--- config.mk ---
export PLATFORM = sky130hd
export DESIGN_NAME = page_table_translate_and_reverse
export DESIGN_NICKNAME = d
export VERILOG_FILES = /design/src/rtl/core/pttr_pkg.sv /design/src/rtl/core/page_table_translate_and_reverse.sv /design/src/rtl/core/pttr_ram.sv /design/src/rtl/core/pttr_datapath.sv /design/src/rtl/core/pttr_ctrl.sv
export SDC_FILE = /design/constraint.sdc
export NUM_CORES = 1
export LEC_CHECK = 0
export ABC_AREA = 1
export BUFFER_PORTS_ARGS = -buffer_cell sky130_fd_sc_hd__buf_2
export CAP_MARGIN = 20
export CORE_MARGIN = 2
export CORE_UTILIZATION = 29
export CTS_CLUSTER_DIAMETER = 200
export DETAILED_ROUTE_END_ITERATION = 12
export PLACE_DENSITY = 0.46
export SLEW_MARGIN = 10
export SYNTH_ARGS = -nofsm -noshare
export SYNTH_HDL_FRONTEND = slang
export SYNTH_SLANG_ARGS = --single-unit
--- constraint.sdc ---
create_clock -name clk -period 3.75 [get_ports clk]
set_clock_uncertainty 0.2 [all_clocks]
set_input_delay 0.1875 -clock clk [delete_from_list [all_inputs] [get_ports clk]]
set_output_delay 0.1875 -clock clk [all_outputs]
set_load 0.02 [all_outputs]
--- src/rtl/core/pttr_pkg.sv ---
// ----------------------------------------------------------------------------
// pttr_pkg
// Shared types and constants for the page table translate/reverse block.
// ----------------------------------------------------------------------------
package pttr_pkg;

    // fixed field widths of the request and response beats
    localparam int ADDR_W        = 20;
    localparam int MODE_W        = 2;
    localparam int IDX_FIELD_W   = 6;
    localparam int FRAME_FIELD_W = 10;
    localparam int CFG_W         = 7;

    // parameter defaults
    localparam int OFFSET_BITS_DEF = 10;
    localparam int MAX_PAGES_DEF   = 64;
    localparam int FRAME_BITS_DEF  = 10;

    // configuration port
    localparam int             CFG_ADDR_W       = 3;
    localparam int             CFG_DATA_W       = 32;
    localparam logic           REG_PAGES_IN_USE = 1'b0;
    localparam logic [CFG_W-1:0] PAGES_RESET    = 7'd64;

    // request modes
    localparam logic [MODE_W-1:0] MODE_WRITE = 2'd0;
    localparam logic [MODE_W-1:0] MODE_FWD   = 2'd1;
    localparam logic [MODE_W-1:0] MODE_REV   = 2'd2;

    typedef struct packed {
        logic [MODE_W-1:0]        mode;
        logic [ADDR_W-1:0]        address;
        logic [IDX_FIELD_W-1:0]   entry_index;
        logic [FRAME_FIELD_W-1:0] entry_frame;
    } req_t;

    typedef struct packed {
        logic [ADDR_W-1:0] result_address;
        logic              fault;
    } rsp_t;

    typedef enum logic [2:0] {
        ST_CLEAR,
        ST_IDLE,
        ST_DISPATCH,
        ST_FWD_DATA,
        ST_SCAN,
        ST_FINISH
    } state_t;

    typedef enum logic [1:0] {
        RES_ZERO,
        RES_FAULT,
        RES_FWD,
        RES_REV
    } res_sel_t;

    typedef enum logic [1:0] {
        RADDR_PAGE,
        RADDR_ZERO,
        RADDR_NEXT
    } raddr_sel_t;

    typedef struct packed {
        logic       item_load;
        logic       mem_we;
        logic       we_clear;
        raddr_sel_t raddr_sel;
        logic       cnt_clr;
        logic       cnt_inc;
        logic       res_load;
        res_sel_t   res_sel;
        logic       out_load;
    } ctrl_cmd_t;

    typedef struct packed {
        logic [MODE_W-1:0] mode;
        logic              page_oor;
        logic              n_zero;
        logic              idx_ok;
        logic              match;
        logic              scan_last;
        logic              clr_last;
    } ctrl_sts_t;

endpackage

--- src/rtl/core/page_table_translate_and_reverse.sv ---
// ----------------------------------------------------------------------------
// page_table_translate_and_reverse
// Single-level page table: entry write, forward and reverse translation.
// ----------------------------------------------------------------------------
//  channel  | handshake              | payload
//  ---------+------------------------+-------------------------------------
//  req      | req_valid / req_ready  | mode, address, entry_index, frame
//  rsp      | rsp_valid / rsp_ready  | result_address, fault
//  config   | APB psel/penable/...   | pages_in_use at byte address 0
//
//  After reset the frame table is cleared, one entry per cycle, over all
//  MAX_PAGES entries; no request beat is taken meanwhile.
//  The output register is loaded from the result register. Writes, faults and
//  the unused mode load the result at dispatch, forward hits after the table
//  read, and reverse lookups after a scan of up to n entries, n being the
//  saturated page count: the scan reads one table entry per cycle through the
//  single RAM read port. The next beat is taken after the output load.
//  A result waiting in the output register does not block the next accept.
// ----------------------------------------------------------------------------
module page_table_translate_and_reverse #(
    parameter int OFFSET_BITS = pttr_pkg::OFFSET_BITS_DEF,
    parameter int MAX_PAGES   = pttr_pkg::MAX_PAGES_DEF,
    parameter int FRAME_BITS  = pttr_pkg::FRAME_BITS_DEF
) (
    input  logic                                clk,
    input  logic                                rst_n,

    input  logic                                req_valid,
    output logic                                req_ready,
    input  pttr_pkg::req_t                      req,

    output logic                                rsp_valid,
    input  logic                                rsp_ready,
    output pttr_pkg::rsp_t                      rsp,

    input  logic                                psel,
    input  logic                                penable,
    input  logic                                pwrite,
    input  logic [pttr_pkg::CFG_ADDR_W-1:0]     paddr,
    input  logic [pttr_pkg::CFG_DATA_W-1:0]     pwdata,
    output logic [pttr_pkg::CFG_DATA_W-1:0]     prdata,
    output logic                                pready
);

    logic [pttr_pkg::CFG_W-1:0] pages_reg;
    logic [pttr_pkg::CFG_W-1:0] pages_next;
    logic                       reg_sel;
    pttr_pkg::ctrl_cmd_t        cmd;
    pttr_pkg::ctrl_sts_t        sts;

    assign pready  = 1'b1;
    assign reg_sel = paddr[2] == pttr_pkg::REG_PAGES_IN_USE;

    always_comb
    begin
        pages_next = pages_reg;
        if (psel && penable && pwrite && reg_sel)
        begin
            pages_next = pwdata[pttr_pkg::CFG_W-1:0];
        end
    end

    always_ff @(posedge clk or negedge rst_n)
    begin
        if (!rst_n)
        begin
            pages_reg <= pttr_pkg::PAGES_RESET;
        end
        else
        begin
            pages_reg <= pages_next;
        end
    end

    assign prdata = reg_sel ? pttr_pkg::CFG_DATA_W'(pages_reg) : '0;

    pttr_ctrl u_ctrl (
        .clk       (clk),
        .rst_n     (rst_n),
        .req_valid (req_valid),
        .req_ready (req_ready),
        .rsp_valid (rsp_valid),
        .rsp_ready (rsp_ready),
        .cmd       (cmd),
        .sts       (sts)
    );

    pttr_datapath #(
        .OFFSET_BITS (OFFSET_BITS),
        .MAX_PAGES   (MAX_PAGES),
        .FRAME_BITS  (FRAME_BITS)
    ) u_datapath (
        .clk          (clk),
        .rst_n        (rst_n),
        .req          (req),
        .pages_in_use (pages_reg),
        .cmd          (cmd),
        .sts          (sts),
        .rsp          (rsp)
    );

endmodule

--- src/rtl/core/pttr_ram.sv ---
// ----------------------------------------------------------------------------
// pttr_ram
// Generic single-write, single-read RAM with registered read data.
// ----------------------------------------------------------------------------
module pttr_ram #(
    parameter int WIDTH = 8,
    parameter int DEPTH = 64,
    parameter int AW    = (DEPTH > 1) ? $clog2(DEPTH) : 1
) (
    input  logic             clk,
    input  logic             we,
    input  logic [AW-1:0]    waddr,
    input  logic [WIDTH-1:0] wdata,
    input  logic [AW-1:0]    raddr,
    output logic [WIDTH-1:0] rdata
);

    logic [WIDTH-1:0] mem [0:DEPTH-1];
    logic [WIDTH-1:0] rdata_reg;

    always_ff @(posedge clk)
    begin
        if (we)
        begin
            mem[waddr] <= wdata;
        end
        rdata_reg <= mem[raddr];
    end

    assign rdata = rdata_reg;

endmodule

--- src/rtl/core/pttr_datapath.sv ---
// ----------------------------------------------------------------------------
// pttr_datapath
// Item registers, frame table, scan counter, result and output registers.
// ----------------------------------------------------------------------------
module pttr_datapath #(
    parameter int OFFSET_BITS = pttr_pkg::OFFSET_BITS_DEF,
    parameter int MAX_PAGES   = pttr_pkg::MAX_PAGES_DEF,
    parameter int FRAME_BITS  = pttr_pkg::FRAME_BITS_DEF
) (
    input  logic                          clk,
    input  logic                          rst_n,
    input  pttr_pkg::req_t                req,
    input  logic [pttr_pkg::CFG_W-1:0]    pages_in_use,
    input  pttr_pkg::ctrl_cmd_t           cmd,
    output pttr_pkg::ctrl_sts_t           sts,
    output pttr_pkg::rsp_t                rsp
);

    localparam int ADDR_W  = pttr_pkg::ADDR_W;
    localparam int IDX_W   = (MAX_PAGES > 1) ? $clog2(MAX_PAGES) : 1;
    localparam int N_LOG   = $clog2(MAX_PAGES + 1);
    localparam int N_W     = (N_LOG > pttr_pkg::CFG_W) ? N_LOG : pttr_pkg::CFG_W;
    localparam int PF_W    = ADDR_W - OFFSET_BITS;
    localparam int CMP_W   = (PF_W > N_W) ? PF_W : N_W;
    localparam int MW      = (PF_W > FRAME_BITS) ? PF_W : FRAME_BITS;
    localparam int IW_W    = (pttr_pkg::IDX_FIELD_W > N_W) ? pttr_pkg::IDX_FIELD_W : N_W;
    localparam int FW_W    = (pttr_pkg::FRAME_FIELD_W > FRAME_BITS) ?
                             pttr_pkg::FRAME_FIELD_W : FRAME_BITS;
    localparam int CAT_A   = (FRAME_BITS + OFFSET_BITS > ADDR_W) ?
                             FRAME_BITS + OFFSET_BITS : ADDR_W;
    localparam int CAT_W   = (IDX_W + OFFSET_BITS > CAT_A) ? IDX_W + OFFSET_BITS : CAT_A;

    pttr_pkg::req_t         item_reg;
    logic [IDX_W-1:0]       cnt_reg;
    logic [IDX_W-1:0]       cnt_next;
    logic [ADDR_W-1:0]      res_reg;
    logic [ADDR_W-1:0]      res_next;
    logic                   flt_reg;
    logic                   flt_next;
    pttr_pkg::rsp_t         out_reg;

    logic [N_W-1:0]         n_pages;
    logic [PF_W-1:0]        page_or_frame;
    logic [OFFSET_BITS-1:0] offset;
    logic [CMP_W-1:0]       page_ext;
    logic [IW_W-1:0]        idx_ext;
    logic [FW_W-1:0]        frame_ext;
    logic [N_W-1:0]         cnt_plus;

    logic                   ram_we;
    logic [IDX_W-1:0]       ram_waddr;
    logic [FRAME_BITS-1:0]  ram_wdata;
    logic [IDX_W-1:0]       ram_raddr;
    logic [FRAME_BITS-1:0]  ram_rdata;

    logic [CAT_W-1:0]       fwd_cat;
    logic [CAT_W-1:0]       rev_cat;

    // saturate the configured count to the table depth
    always_comb
    begin
        if (N_W'(pages_in_use) > N_W'(MAX_PAGES))
        begin
            n_pages = N_W'(MAX_PAGES);
        end
        else
        begin
            n_pages = N_W'(pages_in_use);
        end
    end

    assign page_or_frame = item_reg.address[ADDR_W-1:OFFSET_BITS];
    assign offset        = item_reg.address[OFFSET_BITS-1:0];
    assign page_ext      = CMP_W'(page_or_frame);
    assign idx_ext       = IW_W'(item_reg.entry_index);
    assign frame_ext     = FW_W'(item_reg.entry_frame);
    assign cnt_plus      = N_W'(cnt_reg) + N_W'(1);

    assign sts.mode      = item_reg.mode;
    assign sts.page_oor  = page_ext >= CMP_W'(n_pages);
    assign sts.n_zero    = n_pages == '0;
    assign sts.idx_ok    = idx_ext < IW_W'(MAX_PAGES);
    assign sts.match     = MW'(ram_rdata) == MW'(page_or_frame);
    assign sts.scan_last = cnt_plus == n_pages;
    assign sts.clr_last  = cnt_reg == IDX_W'(MAX_PAGES - 1);

    // table port muxing
    assign ram_we    = cmd.mem_we;
    assign ram_waddr = cmd.we_clear ? cnt_reg : idx_ext[IDX_W-1:0];
    assign ram_wdata = cmd.we_clear ? '0 : frame_ext[FRAME_BITS-1:0];

    always_comb
    begin
        unique case (cmd.raddr_sel)
            pttr_pkg::RADDR_PAGE: ram_raddr = page_ext[IDX_W-1:0];
            pttr_pkg::RADDR_ZERO: ram_raddr = '0;
            pttr_pkg::RADDR_NEXT: ram_raddr = cnt_plus[IDX_W-1:0];
            default:              ram_raddr = '0;
        endcase
    end

    pttr_ram #(
        .WIDTH (FRAME_BITS),
        .DEPTH (MAX_PAGES),
        .AW    (IDX_W)
    ) u_table (
        .clk   (clk),
        .we    (ram_we),
        .waddr (ram_waddr),
        .wdata (ram_wdata),
        .raddr (ram_raddr),
        .rdata (ram_rdata)
    );

    // sweep / scan counter
    always_comb
    begin
        priority if (cmd.cnt_clr)
        begin
            cnt_next = '0;
        end
        else if (cmd.cnt_inc)
        begin
            cnt_next = cnt_plus[IDX_W-1:0];
        end
        else
        begin
            cnt_next = cnt_reg;
        end
    end

    always_ff @(posedge clk or negedge rst_n)
    begin
        if (!rst_n)
        begin
            cnt_reg <= '0;
        end
        else
        begin
            cnt_reg <= cnt_next;
        end
    end

    // result formatting; wraps to the address width
    assign fwd_cat = CAT_W'({ram_rdata, offset});
    assign rev_cat = CAT_W'({cnt_reg, offset});

    always_comb
    begin
        unique case (cmd.res_sel)
            pttr_pkg::RES_ZERO:
            begin
                res_next = '0;
                flt_next = 1'b0;
            end
            pttr_pkg::RES_FAULT:
            begin
                res_next = '0;
                flt_next = 1'b1;
            end
            pttr_pkg::RES_FWD:
            begin
                res_next = fwd_cat[ADDR_W-1:0];
                flt_next = 1'b0;
            end
            pttr_pkg::RES_REV:
            begin
                res_next = rev_cat[ADDR_W-1:0];
                flt_next = 1'b0;
            end
            default:
            begin
                res_next = '0;
                flt_next = 1'b0;
            end
        endcase
    end

    always_ff @(posedge clk)
    begin
        if (cmd.item_load)
        begin
            item_reg <= req;
        end
        if (cmd.res_load)
        begin
            res_reg <= res_next;
            flt_reg <= flt_next;
        end
        if (cmd.out_load)
        begin
            out_reg.result_address <= res_reg;
            out_reg.fault          <= flt_reg;
        end
    end

    assign rsp = out_reg;

endmodule

--- src/rtl/core/pttr_ctrl.sv ---
// ----------------------------------------------------------------------------
// pttr_ctrl
// Sequencer: table clear after reset, item dispatch, reverse scan, handoff.
// ----------------------------------------------------------------------------
module pttr_ctrl (
    input  logic                clk,
    input  logic                rst_n,
    input  logic                req_valid,
    output logic                req_ready,
    output logic                rsp_valid,
    input  logic                rsp_ready,
    output pttr_pkg::ctrl_cmd_t cmd,
    input  pttr_pkg::ctrl_sts_t sts
);

    pttr_pkg::state_t state_reg;
    pttr_pkg::state_t state_next;
    logic             out_valid_reg;
    logic             out_valid_next;
    logic             out_free;

    assign out_free  = !out_valid_reg || rsp_ready;
    assign req_ready = state_reg == pttr_pkg::ST_IDLE;
    assign rsp_valid = out_valid_reg;

    always_ff @(posedge clk or negedge rst_n)
    begin
        if (!rst_n)
        begin
            state_reg     <= pttr_pkg::ST_CLEAR;
            out_valid_reg <= 1'b0;
        end
        else
        begin
            state_reg     <= state_next;
            out_valid_reg <= out_valid_next;
        end
    end

    always_comb
    begin
        state_next    = state_reg;
        cmd           = '0;
        cmd.raddr_sel = pttr_pkg::RADDR_PAGE;
        cmd.res_sel   = pttr_pkg::RES_ZERO;

        unique case (state_reg)
            pttr_pkg::ST_CLEAR:
            begin
                cmd.mem_we   = 1'b1;
                cmd.we_clear = 1'b1;
                if (sts.clr_last)
                begin
                    cmd.cnt_clr = 1'b1;
                    state_next  = pttr_pkg::ST_IDLE;
                end
                else
                begin
                    cmd.cnt_inc = 1'b1;
                end
            end
            pttr_pkg::ST_IDLE:
            begin
                if (req_valid)
                begin
                    cmd.item_load = 1'b1;
                    state_next    = pttr_pkg::ST_DISPATCH;
                end
            end
            pttr_pkg::ST_DISPATCH:
            begin
                cmd.res_load = 1'b1;
                state_next   = pttr_pkg::ST_FINISH;
                unique case (sts.mode)
                    pttr_pkg::MODE_WRITE:
                    begin
                        cmd.mem_we = sts.idx_ok;
                    end
                    pttr_pkg::MODE_FWD:
                    begin
                        if (sts.page_oor)
                        begin
                            cmd.res_sel = pttr_pkg::RES_FAULT;
                        end
                        else
                        begin
                            cmd.res_load = 1'b0;
                            state_next   = pttr_pkg::ST_FWD_DATA;
                        end
                    end
                    pttr_pkg::MODE_REV:
                    begin
                        if (sts.n_zero)
                        begin
                            cmd.res_sel = pttr_pkg::RES_FAULT;
                        end
                        else
                        begin
                            cmd.res_load  = 1'b0;
                            cmd.raddr_sel = pttr_pkg::RADDR_ZERO;
                            cmd.cnt_clr   = 1'b1;
                            state_next    = pttr_pkg::ST_SCAN;
                        end
                    end
                    default:
                    begin
                        cmd.res_sel = pttr_pkg::RES_ZERO;
                    end
                endcase
            end
            pttr_pkg::ST_FWD_DATA:
            begin
                cmd.res_load = 1'b1;
                cmd.res_sel  = pttr_pkg::RES_FWD;
                state_next   = pttr_pkg::ST_FINISH;
            end
            pttr_pkg::ST_SCAN:
            begin
                // read data in this cycle belongs to the entry at the counter
                priority if (sts.match)
                begin
                    cmd.res_load = 1'b1;
                    cmd.res_sel  = pttr_pkg::RES_REV;
                    state_next   = pttr_pkg::ST_FINISH;
                end
                else if (sts.scan_last)
                begin
                    cmd.res_load = 1'b1;
                    cmd.res_sel  = pttr_pkg::RES_FAULT;
                    state_next   = pttr_pkg::ST_FINISH;
                end
                else
                begin
                    cmd.raddr_sel = pttr_pkg::RADDR_NEXT;
                    cmd.cnt_inc   = 1'b1;
                end
            end
            pttr_pkg::ST_FINISH:
            begin
                if (out_free)
                begin
                    cmd.out_load = 1'b1;
                    state_next   = pttr_pkg::ST_IDLE;
                end
            end
            default:
            begin
                state_next = pttr_pkg::ST_IDLE;
            end
        endcase
    end

    always_comb
    begin
        priority if (cmd.out_load)
        begin
            out_valid_next = 1'b1;
        end
        else if (rsp_ready)
        begin
            out_valid_next = 1'b0;
        end
        else
        begin
            out_valid_next = out_valid_reg;
        end
    end

endmodule
; ---- Word level (Yosys, flattened, before mapping)
; Memory sizes are Yosys's and may differ from the RTL's. A register that Yosys moved wholly into a read port is not among the register bits.
; Cells that the tools add are included.
[op_classes]
n_eq_ne = 18
bitwise_logic = 1
n_addsub = 1
muxes = 49
n_lt_le_gt_ge = 3
reduce_logical = 15
[op_table]
columns = op, n
row1 = one-hot mux 20 bit (3 select lines), 1
row2 = 2-to-1 mux 3 bit, 9
row3 = 2-to-1 mux 1 bit, 19
row4 = 2-to-1 mux 6 bit, 3
row5 = one-hot mux 3 bit (6 select lines), 1
row6 = 2-to-1 mux 7 bit, 2
row7 = one-hot mux 1 bit (2 select lines), 6
row8 = one-hot mux 6 bit (2 select lines), 1
row9 = == test 10 bit, 1
row10 = >= comparator 10 x 7 -> 1 bit, 1
row11 = 2-to-1 mux 10 bit, 1
row12 = one-hot mux 3 bit (3 select lines), 1
row13 = "== test 2 bit, second input constant", 4
row14 = "adder 6 x 1 -> 7 bit, second input constant", 1
row15 = == test 7 bit, 1
row16 = "greater-than comparator 7 bit, second input constant", 1
row17 = zero test 7 bit, 1
row18 = "< comparator 6 x 7 -> 1 bit, second input constant", 1
row19 = "== test 3 x 2 -> 1 bit, second input constant", 2
row20 = "== test 3 bit, second input constant", 2
row21 = "== test 6 bit, second input constant", 1
row22 = zero test 2 bit, 3
row23 = 2-to-1 mux 2 bit, 3
row24 = one-hot mux 3 bit (2 select lines), 1
row25 = other kinds (15), 20
[totals]
register_bits = 97
ramBits = 640
in_bits = 80
n_memories = 1
[memory_table]
columns = name, depth, word_bits, rd, rd_ports_with_merged_regs, wr, line
row1 = u_datapath.u_table.mem, 64, 10, 1, 1, 1, pttr_ram.sv:18  ; logic [WIDTH-1:0] mem [0:DEPTH-1];

; ---- Logic depth before layout (Yosys ltp)
; Gate-level depths: netlist (run 1).
[depth]
word_depth = 9
depth_mapped = 24
ltp_nobuf = 22

; ---- Modules after synthesis
; A second synthesis (run 1) with hierarchy kept.
[unflattened]
hier_cells = 2705
area_unflattened_um2 = 31163.6
[by_module_without_submodules]
columns = mod, area_per_inst_um2, instances, seq_area_each_um2, cells_each
row1 = pttr_ram, 26436.6, 1, 19418.6, 2233
row2 = pttr_datapath, 3654.8, 1, 2552.4, 317
row3 = page_table_translate_and_reverse, 573.0, 1, 176.4, 76
row4 = pttr_ctrl, 499.2, 1, 100.1, 79

; ---- Worst setup path before layout (run 1)
; No wires, ideal clock.
[synth_path]
path_kind = reg2reg
from = register u_ctrl.state_reg[2]
to = register u_datapath.item_reg, in the netlist u_datapath.frame_ext[0], enable pin
t_required_ns = 3.117
t_arrival_ns = 2.779
stages_incl_launch_ff = 4
slack_ns = 0.337
synth_period_minus_slack_ns = 3.413
path_cell_list = dfrtp_1 -> nor3_1 -> inv_1 -> nor2_1
[synth_lines]
columns = item, line
row1 = "start, declared", pttr_ctrl.sv:16  ; pttr_pkg::state_t state_reg;
row2 = "start signal, assigned", pttr_ctrl.sv:30  ; state_reg <= pttr_pkg::ST_CLEAR;
row3 = "start signal, assigned", pttr_ctrl.sv:35  ; state_reg <= state_next;
row4 = "end signal, assigned", pttr_datapath.sv:183  ; item_reg <= req;
row5 = "end, declared", pttr_datapath.sv:33  ; pttr_pkg::req_t item_reg;

; ---- Worst setup path in the final report (run 1)
[layout_path]
from = register u_ctrl.state_reg[0]
to = memory u_datapath.u_table.mem[12][0] (netlist bit), enable pin
[layout_via]
elab_chain_cells = 4
[layout_lines]
columns = item, line
row1 = == test 3 x 2 -> 1 bit or zero test 3 bit (tied branches), pttr_ctrl.sv:47  ; unique case (state_reg)
row2 = one-hot mux 1 bit (2 select lines), pttr_ctrl.sv:47
row3 = 2-to-1 mux 1 bit, pttr_ram.sv:23  ; if (we)
row4 = 2-to-1 mux 1 bit (implied by the code), pttr_ram.sv:25  ; mem[waddr] <= wdata;
row5 = "end, declared", pttr_ram.sv:18
; Several ways; a longest one is shown, not always the timed one.

==> metrics.yaml, run 1 <==
die:
  die_w_um: 341.6
  dieArea_um2: 116700
  die_height_um: 341.6
  core_area_um2: 112800
  rows: 123
  num_io_pins: 136
  start_util_pct: 29.30
clock_network:
  insertion_delay_ns: 0.65
  h-tree-depth: 3
  cts.path.max_buffers: 3
  cts-buffers-inserted: 86
  clock-sinks: 747
  cts_tree: "yes"
  cts-root-buf: "clkbuf_16"
  path_clk_slew_ns: 0.06
finish:
  final-instance-count-excl-fill: 4800
  final_area_um2: 39950
  largest_reg_flops: 640
  area_delta_synth_final_pct: 20.87
  drive_above_1_share_pct: 13.18
  post-route-util_pct: 35.42
  diodes: 0
  fin_nets: 3327
synth:
  synthFlopType: "edfxtp_1"
  ys_top_cells_by_area: "edfxtp_1 (65%), nand3_1 (11%), nand3b_1 (5.4%)"
  syn_inst: 3007
  synth_warnings: 0
  synth_top_cells_by_count: "edfxtp_1 (720), nand3_1 (701), nand2_1 (450), inv_1 (444), nand3b_1 (236)"
  async_flop_share_pct: 2.276
  syn_area_per_cell_um2: 10.99
  synth_seq_area_share_pct: 67.31
  synth_edf_count: 720
  synth.distinct_cells: 39
  synth_area_leader_cell: "edfxtp_1"
  netlist_area_um2: 33050
  yosys_register_bits: 747
  synth.top_cell.area_share_pct: 65.41
  yosysMostFrequentCell: "edfxtp_1"
setup_path:
  rr_worst_depth: 10
  r2r_end: "u_datapath.u_table.mem[12][0]$_DFFE_PP_"
  path_class: "register to register"
  r2r-start: "u_ctrl.state_reg[0]$_DFFE_PN0P_"
  path_cells: "nor2_1 -> nand2_1 -> inv_1 -> buf_4 -> or2_2 -> o21ai_0 -> inv_1 -> nand3_1 -> nor2_1 -> buf_4"
  cp_data_required_time_ns: 3.89
  rrSetupSlack_ns: 0.27
  cp_max_fo: 8
  start_kind: "register"
  cpMaxStageDelayCell: "nor2_1"
  slowest_delay_ns: 0.46
  cp.arrival_ns: 3.63
  end_kind: "register"
power:
  leakage_uw: 0.01572
  power_density_nw_per_um2: 682.9
  ir_drop_v: 0.0004143
  p_total_uw: 27280
worst_hold_path:
  hold_path_depth: 2
  hp-class: "primary input to register"
  hp-start: "req[26]"
  worstHoldEndpoint: "u_datapath.item_reg[26]$_DFFE_PP_"
timing:
  final.setup.tns_ns: 0
  final_max_slew_viol_count: 0
  tightest_slew_ns: 0.8770
  hold_viol: 0
  fin_crit_sh_pct: 92.90
  period_minus_slack_ns: 3.484
  fmax_ghz: 0.2871
  rsz0062_at_grt: "true"
  slew_headroom_pct: 41.34
  setup_viol: 0
global_routing:
  grt_pass1_vias: 21630
  grt_overflow_total: 0
  grt_max_degree: 85
  antenna_found_initial: 1
  track_usage_pct: 16.26
  grt_pass1_wl_um: 142100
placement:
  port_buffers: 82
  gp_congestion: 0.8375
  place_inst: 4571
  place_area_um2: 36320
  dp_hpwl_um: 57070
run:
  cap_violations: 0
drt:
  first_pass_iters: 6
  drtIter0Drc: 1793
  wl_um: 97150
  routedWlPerCell_um: 20.24
  vias: 22500
  drt.antenna.violating_nets: 0
  drc: 0
  vias_per_cell: 4.688
status:
  status: "finished clean"
## stage by stage
stage	hold slack (ns)	setup slack (ns)
after floorplan	-0.3081	0.3374
after global placement	-0.04684	-0.1632
after global routing	0.03687	-0.04480
after detailed placement	-0.04546	-0.07664
final	0.06030	0.2663
after CTS	0.01752	0.006523
## power breakdown
part	leakage, µW	total, µW	switching, µW	internal [µW]
Clock	0.00128	7820	3390	4430
Combinational	0.00759	8780	6220	2560
Sequential	0.00685	10700	210	10500
## layout make-up
class	count	area, µm²
Sequential cell	747	22250
Inverter	449	1690
Timing Repair Buffer	318	3044
Tap cell	1500	1877
Multi-Input combinational cell	1634	8509
Clock inverter	47	275.3
Fill cell	11180	72860
Clock buffer	105	2307
## worst max-delay path by stage
| stage | to | startpoint | slack (ns) |
|---|---|---|---|
| floorplan | u_datapath.frame_ext[0]$_DFFE_PP_ | u_ctrl.state_reg[2]$_DFFE_PN0P_ | 0.34 |
| global placement | u_datapath.u_table.mem[15][9]$_DFFE_PP_ | u_ctrl.state_reg[0]$_DFFE_PN0P_ | -0.16 |
| detailed placement | u_datapath.u_table.rdata[6]$_DFF_P_ | u_datapath.cnt_reg[1]$_DFFE_PN0P_ | -0.08 |
| CTS | u_datapath.u_table.mem[51][7]$_DFFE_PP_ | u_ctrl.state_reg[0]$_DFFE_PN0P_ | 0.007 |
| global route | u_datapath.u_table.rdata[6]$_DFF_P_ | pages_reg[4]$_DFFE_PN0P_ | -0.04 |
| finish | u_datapath.u_table.mem[12][0]$_DFFE_PP_ | u_ctrl.state_reg[0]$_DFFE_PN0P_ | 0.27 |
## cell families after synthesis
family,synth area share [%]
compound gates,0.9691
buf+inv,8.078
simple gates,23.05
xor+xnor,0.1590
other cells,0.02272
fa+ha+maj,0.4164
flops,67.31
## routing by layer
| metal | GRT usage (%) | vias up | routed length (µm) |
|---|---|---|---|
| met5 | 0 | - | 0 |
| met4 | 5.305 | 0 | 2786 |
| met3 | 2.072 | 146 | 4560 |
| met2 | 26.21 | 529 | 45810 |
| met1 | 22.68 | 11130 | 44000 |
| li1 | - | 10700 | - |
## critical path: cells and delay by family, from the launching register on
family,cells,cell delay (ns)
compound gates,1,0.28
buf+inv,4,0.95
flops,1,0.43
simple gates,5,1.31
## cells in the final DEF (no fill, tap or decap), drive strengths merged, types with 5 or more instances in the layout
master,netlist,layout
a21oi,14,14
buf,132,251
clkbuf,69,111
clkinv,2,42
conb,2,26
dfrtp,16,16
dfxtp,10,10
dlygate4sd3,0,61
edfxtp,720,720
ha,11,11
inv,447,451
nand2,454,454
nand3,703,703
nand3b,236,236
nor2,118,118
nor3,15,15
o21ai,18,18
o22ai,13,13
or2,5,5
## repair_timing
item / in CTS / in global routing
resized for setup: 3 / 42
pin swaps: 1 / 3
gates cloned: 0 / 6
endpoints found under the setup margin: 6 / 39
hold buffers: 61 / 0
setup buffers: 2 / 7
hold endpoints to repair: 91 / 0
(Power assumes the default switching activity.)
==> run 2: changes to the inputs <==
Settings changed: CELL_PAD_IN_SITES_DETAIL_PLACEMENT from default to 0, CELL_PAD_IN_SITES_GLOBAL_PLACEMENT from default to 1, PLACE_DENSITY 0.46 to 0.53.
==> metrics.yaml, run 2 (synthesis gave the netlist of run 1 again) <==
status:
  status: "finished clean"
setup_path:
  cp.depth: 20
  rr_worst_depth: 20
  cpMostUsedCell: "nand3_1"
  path_class: "register to register"
  cp.arrival_ns: 3.96
  path_cells: "nor2_1 -> nand3_1 -> nand2_2 -> buf_4 -> nand2_1 -> nand2_1 -> o21ai_1 -> nor2_1 -> nand2_2 -> nand3_4 -> nand3_1 -> nand2_8 -> buf_12 -> buf_16 -> nand3_1 -> nand3_1 -> nand3_1 -> nand3_1 -> nand3_1 -> nand2_1"
  slowest_delay_ns: 0.38
  cp_max_fo: 34
  cp_data_required_time_ns: 4.16
  end_kind: "register"
  start_kind: "register"
  crit_buf_inv: 3
  cp_top_family: "simple AND/OR/NAND/NOR gates"
  cpMaxStageDelayCell: "dfrtp_1"
timing:
  tightest_slew_ns: 0.8692
  setup_viol: 0
  hold_viol: 0
  slew_headroom_pct: 41.86
  fin_crit_sh_pct: 94.87
  period_minus_slack_ns: 3.558
  fmax_ghz: 0.2811
  final_max_slew_viol_count: 0
finish:
  layout_common_cells: "edfxtp_1 (720), nand3_1 (700), nand2_1 (445)"
  drive_above_1_share_pct: 12.45
  diodes: 0
  final_area_um2: 39940
  area_delta_synth_final_pct: 20.84
  largest_reg_flops: 640
  fin_nets: 3337
  final-instance-count-excl-fill: 4816
  nFillCells: 11080
  layout_commonest_cell: "edfxtp_1"
drt:
  vias_per_cell: 4.698
  dr_wl_met2_um: 47020
  vias: 22620
  drt.antenna.violating_nets: 0
  drc: 0
  routedWlPerCell_um: 20.09
  dr.max_layer_used: "met4"
  drt-met1-wl_um: 43040
  wl_um: 96750
  first_pass_iters: 5
  wl_met3_um: 3766
  drtIter0Drc: 1616
global_routing:
  antenna_found_initial: 1
  grt_pass1_wl_um: 142800
  track_usage_pct: 16.37
  grt_overflow_total: 0
  grt_pass1_vias: 22420
  grt_max_degree: 77
die:
  die_height_um: 341.6
  die_w_um: 341.6
  dieArea_um2: 116700
  start_util_pct: 29.30
  core_area_um2: 112800
  num_io_pins: 136
  rows: 123
clock_network:
  cts.path.max_buffers: 3
  cts-root-buf: "clkbuf_16"
  cts-buffers-inserted: 86
  path_clk_slew_ns: 0.06
  insertion_delay_ns: 0.67
  cts_tree: "yes"
  clock-sinks: 747
  cts_setup_buffers: 0
  h-tree-depth: 3
placement:
  port_buffers: 82
  place_area_um2: 36390
  gp_congestion: 0.8490
  place_inst: 4583
  dp_hpwl_um: 58520
power:
  power_density_nw_per_um2: 682.4
  ir_drop_v: 0.0003712
  leakage_uw: 0.01573
worst_hold_path:
  hold_path_depth: 2
  hp-class: "primary input to register"
run:
  cap_violations: 0
==> run 2: cell types whose count changed in the layout (fill, tap and decap cells not counted), sizes merged <==
| cell | previous run | this run |
|---|---|---|
| buf | 251 | 254 |
| bufinv | 1 | 6 |
| clkbuf | 111 | 105 |
| clkinv | 42 | 45 |
| dlygate4sd3 | 61 | 73 |
| inv | 451 | 450 |
==> run 2: cell type report <==
class                           instances  area [µm²]  area share, %
Multi-Input combinational cell       1634        8397          21.02
Clock buffer                          104        2261          5.660
Clock inverter                         54       471.7          1.181
Tap cell                             1500        1877          4.699
Inverter                              449        1688          4.226
Timing Repair Buffer                  328        3000          7.512
Sequential cell                       747       22250          55.70
==> run 2: path summary, 6_finish.rpt <==
kind | from | endpoint | slack (ns)
min in group asynchronous | rst_n | pages_reg[6]$_DFFE_PN1P_ | 0.39
worst min register to register | u_datapath.res_reg[7]$_DFFE_PP_ | u_datapath.rsp[8]$_DFFE_PP_ | 0.22
worst max register to register | pages_reg[4]$_DFFE_PN0P_ | u_datapath.u_table.rdata[8]$_DFF_P_ | 0.19
max in group asynchronous | rst_n | u_datapath.cnt_reg[3]$_DFFE_PN0P_ | 1.66
worst max-delay path | pages_reg[4]$_DFFE_PN0P_ | u_datapath.u_table.rdata[8]$_DFF_P_ | 0.19
worst min-delay path | req[35] | u_datapath.item_reg[35]$_DFFE_PP_ | 0.03
==> run 2: worst register-to-register path, stage by stage, from the launching register on <==
cell	delay (ns)
dfrtp_1	0.38
nor2_1	0.13
nand3_1	0.14
nand2_2	0.15
buf_4	0.15
nand2_1	0.08
nand2_1	0.06
o21ai_1	0.06
nor2_1	0.14
nand2_2	0.10
nand3_4	0.11
nand3_1	0.18
nand2_8	0.17
buf_12	0.22
buf_16	0.29
nand3_1	0.22
nand3_1	0.13
nand3_1	0.08
nand3_1	0.18
nand3_1	0.21
nand2_1	0.10
==> run 2: what timing repair did <==
action                                  CTS  global route
endpoints found under the hold margin   118             0
gates resized for setup                   0             9
endpoints found under the setup margin    0           106
hold buffers                             73             0
==> run 2: through the flow <==
stage          setup WS [ns]   TNS (ns)  total power, µW  hold slack (ns)  utilization [%]
5_1_grt            -0.009092  -0.009092            28590        0.0007525            35.41
3_3_place_gp          0.1526          0            19160         -0.05606            32.26
6_report              0.1924          0            27260          0.03476            35.41
4_1_cts              0.08305          0            27550        0.0003288            35.33
2_1_floorplan         0.3374          0            15440          -0.3081                -
3_5_place_dp          0.1339          0            19230         -0.04673            32.26
==> run 2: metal layers <==
layer / vias up / GRT usage (%)
li1: 10720 / -
met4: 0 / 5.314
met1: 11310 / 21.48
met3: 154 / 2.517
met5: - / 0
met2: 447 / 27.66
==> run 2: report_power, final <==
group	internal [µW]	switching (µW)
registers	10500	201
logic	2400	6030
clock network	4720	3430
total	17600	9670
